<file path="src/assert_macros.svh">
// Assertion macros used by the stack bytecode executor top level.
`ifndef ASSERT_MACROS_SVH
`define ASSERT_MACROS_SVH

// Property that must hold at every clock edge outside reset.
`define SBE_CHECK(lbl, prop, msg) \
  lbl: assert property (@(posedge clk) disable iff (!rst_n) (prop)) else $error(msg);

// Condition that must be followed by another one on the next clock edge.
`define SBE_CHECK_NEXT(lbl, ante, cons, msg) \
  lbl: assert property (@(posedge clk) disable iff (!rst_n) (ante) |=> (cons)) else $error(msg);

`endif

</file>
<file path="src/sbe_pkg.sv">
// Types, opcodes, status codes and the ALU function of the bytecode executor.
`default_nettype none
package sbe_pkg;

  // Opcodes
  localparam logic [7:0] OP_PUSH      = 8'h41;
  localparam logic [7:0] OP_LOCAL_GET = 8'h20;
  localparam logic [7:0] OP_LOCAL_SET = 8'h21;
  localparam logic [7:0] OP_REG_LOAD  = 8'hF0;
  localparam logic [7:0] OP_REG_STORE = 8'hF1;
  localparam logic [7:0] OP_MEM       = 8'hF2;
  localparam logic [7:0] OP_ADD       = 8'h6A;
  localparam logic [7:0] OP_SUB       = 8'h6B;
  localparam logic [7:0] OP_AND       = 8'h71;
  localparam logic [7:0] OP_OR        = 8'h72;
  localparam logic [7:0] OP_XOR       = 8'h73;
  localparam logic [7:0] OP_SHL       = 8'h74;
  localparam logic [7:0] OP_SAR       = 8'h75;
  localparam logic [7:0] OP_SHR       = 8'h76;
  localparam logic [7:0] OP_END       = 8'h0B;
  localparam logic [7:0] OP_RETURN    = 8'h0F;

  // Result status codes
  localparam logic [2:0] ST_OK      = 3'd0;
  localparam logic [2:0] ST_END     = 3'd1;
  localparam logic [2:0] ST_UNDER   = 3'd2;
  localparam logic [2:0] ST_OVER    = 3'd3;
  localparam logic [2:0] ST_OUTSIDE = 3'd4;
  localparam logic [2:0] ST_UNKNOWN = 3'd5;

  localparam logic [7:0] T_FLAG_IDX  = 8'd16;
  localparam logic [7:0] WIN_TAG_RST = 8'd12;

  // What the back end has to do for one byte
  typedef enum logic [2:0] {
    K_NONE,
    K_END,
    K_UNKNOWN,
    K_ALU,
    K_PUSH,
    K_GET,
    K_SET,
    K_MEM
  } kind_t;

  typedef struct packed {
    kind_t       kind;
    logic [7:0]  opcode;
    logic [31:0] acc;
  } item_t;

  typedef enum logic [1:0] {
    B_IDLE,
    B_EXEC,
    B_FILL
  } bstate_t;

  function automatic logic [31:0] alu(input logic [7:0] op, input logic [31:0] a,
                                      input logic [31:0] b);
    logic [4:0] s;
    logic [31:0] r;
    s = b[4:0];
    case (op)
      OP_ADD:  r = a + b;
      OP_SUB:  r = a - b;
      OP_AND:  r = a & b;
      OP_OR:   r = a | b;
      OP_XOR:  r = a ^ b;
      OP_SHL:  r = a << s;
      OP_SHR:  r = a >> s;
      default: r = $unsigned($signed(a) >>> s);
    endcase
    return r;
  endfunction

endpackage
`default_nettype wire

</file>
<file path="src/sbe_queue.sv">
// Two-entry queue of decoded work items between front and back end.
`default_nettype none
module sbe_queue (
  input  wire logic            clk,
  input  wire logic            rst_n,
  input  wire logic            push,
  input  wire sbe_pkg::item_t  push_item,
  input  wire logic            pop,
  output logic                 full,
  output logic                 valid,
  output sbe_pkg::item_t       head
);

  sbe_pkg::item_t slot_r [2];
  logic       wp_r, rp_r;
  logic [1:0] cnt_r;

  assign full  = (cnt_r == 2'd2);
  assign valid = (cnt_r != 2'd0);
  assign head  = slot_r[rp_r];

  // Storage
  always_ff @(posedge clk) begin
    if (push) slot_r[wp_r] <= push_item;
  end

  // Pointers and fill count
  always_ff @(posedge clk) begin
    if (!rst_n) begin
      wp_r  <= 1'b0;
      rp_r  <= 1'b0;
      cnt_r <= 2'd0;
    end else begin
      if (push) wp_r <= !wp_r;
      if (pop) rp_r <= !rp_r;
      cnt_r <= cnt_r + {1'b0, push} - {1'b0, pop};
    end
  end

endmodule
`default_nettype wire

</file>
<file path="config.mk">
export PLATFORM = sky130hd
export DESIGN_NAME = sbe_queue
export DESIGN_NICKNAME = d
export VERILOG_FILES = /design/src/assert_macros.svh /design/src/sbe_pkg.sv /design/src/sbe_queue.sv
export SDC_FILE = /design/constraint.sdc
export NUM_CORES = 1
export LEC_CHECK = 0
export BUFFER_PORTS_ARGS = -buffer_cell sky130_fd_sc_hd__clkbuf_2
export CAP_MARGIN = 40
export CORE_MARGIN = 5
export CORE_UTILIZATION = 55
export DETAILED_ROUTE_END_ITERATION = 7
export HOLD_SLACK_MARGIN = 0.12
export PLACE_DENSITY = 0.85
export SLEW_MARGIN = 5
export SYNTH_ARGS = -nofsm -noshare
export SYNTH_HDL_FRONTEND = slang
export SYNTH_SLANG_ARGS = --single-unit
</file>
<file path="constraint.sdc">
create_clock -name clk -period 5.65 [get_ports clk]
set_input_delay 0.565 -clock clk [delete_from_list [all_inputs] [get_ports clk]]
set_output_delay 0.565 -clock clk [all_outputs]
set_load 0.01 [all_outputs]
</file>
==> flow_summary.yaml <==
floorplan:
  core-area_um2: 6310
  start_util_pct: 56.0
  num_rows: 29
  die_y_um: 90.2
  die_w_um: 90.2
  dieArea_um2: 8130
  pin_count: 92
clocking:
  cts_tree: "built"
  numCtsBuffers: 9
  post-cts-setup-buffer-count: 0
  clockBufferDepth: 2
  path_clk_slew_ns: 0.08
  cts_hold_buf: 0
  clk_latency_ns: 0.34
  cts_resized: 0
  cts.sink_count: 91
  cts_max_level: 3
  root_buffer: "clkbuf_8"
critical_path:
  path_cells: "buf_4 -> mux2_4 -> clkbuf_2"
  slowest_stage: "dfxtp_2"
  arrival_ns: 2.06
  r2r_cells: 6
  critPathBufInv: 2
  cp-end-kind: "output pin"
  critPathTopFamily: "flip-flops"
  startpoint_type: "flop"
  r2r-start: "cnt_r[0]"
  crit_type: "flop to output pin"
  cpPeakStageDelay_ns: 0.70
  r2r_slack_ns: 4.25
  critPathRequiredTime_ns: 5.09
  cp_max_fo: 25
  r2r-end: "cnt_r[1]"
routing:
  drtAntennaViolNets: 0
  drcViolationCount: 0
  drt_iter0_markers: 79
  vias: 1683
  drt-vias-per-instance: 4.99
  drt-total-wl_mm: 5.73
  wire_per_inst_um: 17.0
  drtPass1Iterations: 4
logic_synthesis:
  ys_types: 14
  synth_top_cell_area_share_pct: 73.0
  synth_cells: 155
  synth_seq_cells: 91
  syn_avg_cell_area_um2: 22.8
  yosysWarnings: 0
  synth_area_um2: 3540
  synth_area_leaders: "edfxtp_1 73%, mux2_4 17%, dfxtp_1 2.8%"
  synth_top_area_cell: "edfxtp_1"
  ys_seq_area_share_pct: 75.9
  syn_nets: 204
sta:
  finalSetupViolCount: 0
  max_freq_mhz: 381
  rsz0062_at_grt: "no"
  drv_slew: 0
  skew_ns: 0.00743
  finalCriticalPeriod_ns: 2.62
  finalCritPeriodShare_pct: 46.4
  worst_slew_margin_rel_pct: 61.3
  setup_tns_ns: 0
  worst_pin_slew_ns: 0.581
  hold_viol_final: 0
global_routing:
  grt_pass1_wl_mm: 8.98
  grt_max_degree: 45
  antenna_found_initial: 0
  grt_pass1_vias: 1759
  grt_overflow: 0
  grt_usage_pct: 14.3
finish:
  ff_latch_area_um2: 2680
  num_antenna_cells: 0
  nets: 304
  areaGrowthSynthToFinish_pct: 19.5
  postLayoutCoreUtil_pct: 66.9
  multiInputGateArea_um2: 763
  n_fill_cell: 446
  drive_above_1_share_pct: 59.2
hold_path:
  min_to: "slot_r[1][40]"
  hp-start: "push_item[40]"
  holdPathStages: 1
  hold_path_class: "input pin to flop"
power_and_ir_drop:
  p_per_area_nw_per_um2: 327
  ir_drop_v: 0.000204
  p_leak_uw: 0.00173
placed_design:
  gp_congestion: 0.701
  io_buffer_count: 91
  hpwl_mm: 4.04
flow_run:
  maxCapViolCount: 0
run_status:
  status: "finished, final reports clean"
[placed cells by master (no fill, tap or decap)]
master     count
o21a_1         1
and2_1         3
clkinv_4       1
edfxtp_1      86
or2_2          1
mux2_2         3
bufinv_16      1
clkbuf_2      91
buf_12         1
xor2_1         1
dfxtp_2        1
dfxtp_1        4
buf_4          2
clkinv_1       2
and2_2         1
clkbuf_1       1
ha_1           2
nor2b_4        1
mux2_4        40
nor2b_1        3
xnor3_1        1
clkinv_2       2
clkbuf_8       9
inv_1          2
[worst max-delay path by stage]
stage | from | endpoint | slack (ns) | cells past startpoint
after global routing | flop | head[6] | 2.92 | 3
after CTS | flop | head[7] | 2.98 | 3
after detailed placement | flop | head[8] | 3.36 | 3
final | flop | head[33] | 3.03 | 3
after floorplan | push | slot_r[0][0] | 2.69 | 1
after global placement | flop | head[7] | 3.37 | 3
[stage by stage]
| stage | std cells | setup WS (ns) | area, um^2 | hold WS [ns] | power (uW) |
|---|---|---|---|---|---|
| after detailed placement | 321 | 3.36 | 4040 | 0.588 | 995 |
| after global routing | 337 | 2.92 | 4230 | 0.372 | 1450 |
| after CTS | 337 | 2.98 | 4230 | 0.387 | 1400 |
| after floorplan | 155 | 2.69 | 3540 | 0.555 | 933 |
| after global placement | 320 | 3.37 | 4020 | 0.570 | 988 |
| final | 337 | 3.03 | 4230 | 0.405 | 1380 |
[where the power goes]
| part | switching, uW | internal (uW) | total [uW] |
|---|---|---|---|
| registers | 17.9 | 778 | 796 |
| logic | 80.5 | 99.5 | 180 |
| clock network | 206 | 201 | 407 |
| total | 304 | 1080 | 1380 |
[cells in the mapped netlist]
master and instances:
edfxtp_1 86, mux2_4 40, dfxtp_1 5, and2_1 4, buf_12 4, nor2b_1 4, mux2_2 3, ha_1 2
inv_1 2, buf_6 1, o21a_1 1, or2_2 1, xnor3_1 1, xor2_1 1
[metal layers]
metal | up-vias | track usage [%] | share of wire [%]
met3 | 4 | 5.09 | 6.9
met2 | 64 | 22.7 | 50
met1 | 816 | 17.9 | 43
met5 | - | 0 | 0
li1 | 799 | - | -
met4 | 0 | 5.58 | 0.45
[registers in the layout, summed over array words and instances, names as in the netlist, named ones only]
name,count
slot_r,86
cnt_r,2
rp_r,1
wp_r,1
[worst register-to-register path, delay by kind of cell (launching register included)]
| kind | cells | cell delay (ns) |
|---|---|---|
| XOR/XNOR | 1 | 0.38 |
| adder cells (fa/ha/maj) | 2 | 0.41 |
| buffers and inverters | 2 | 0.11 |
| flip-flops | 1 | 0.35 |
| AND/OR/NAND/NOR | 1 | 0.10 |
[cell type report]
class / count / share of cell area [%]
tap: 77 / 2.28
clock buffer: 10 / 3.02
inverter: 2 / 0.178
clock inverter: 6 / 1.33
timing repair buffer: 94 / 11.6
sequential: 91 / 63.5
multi-input combinational: 57 / 18.1
[cell families after synthesis]
kind of cell | synth area share [%]
flops | 75.9
compound gates | 0.212
mux | 17.9
buf+inv | 2.80
fa+ha+maj | 0.708
xor+xnor | 0.885
simple gates | 1.59
No activity file was read; power rests on OpenSTA's default activity.
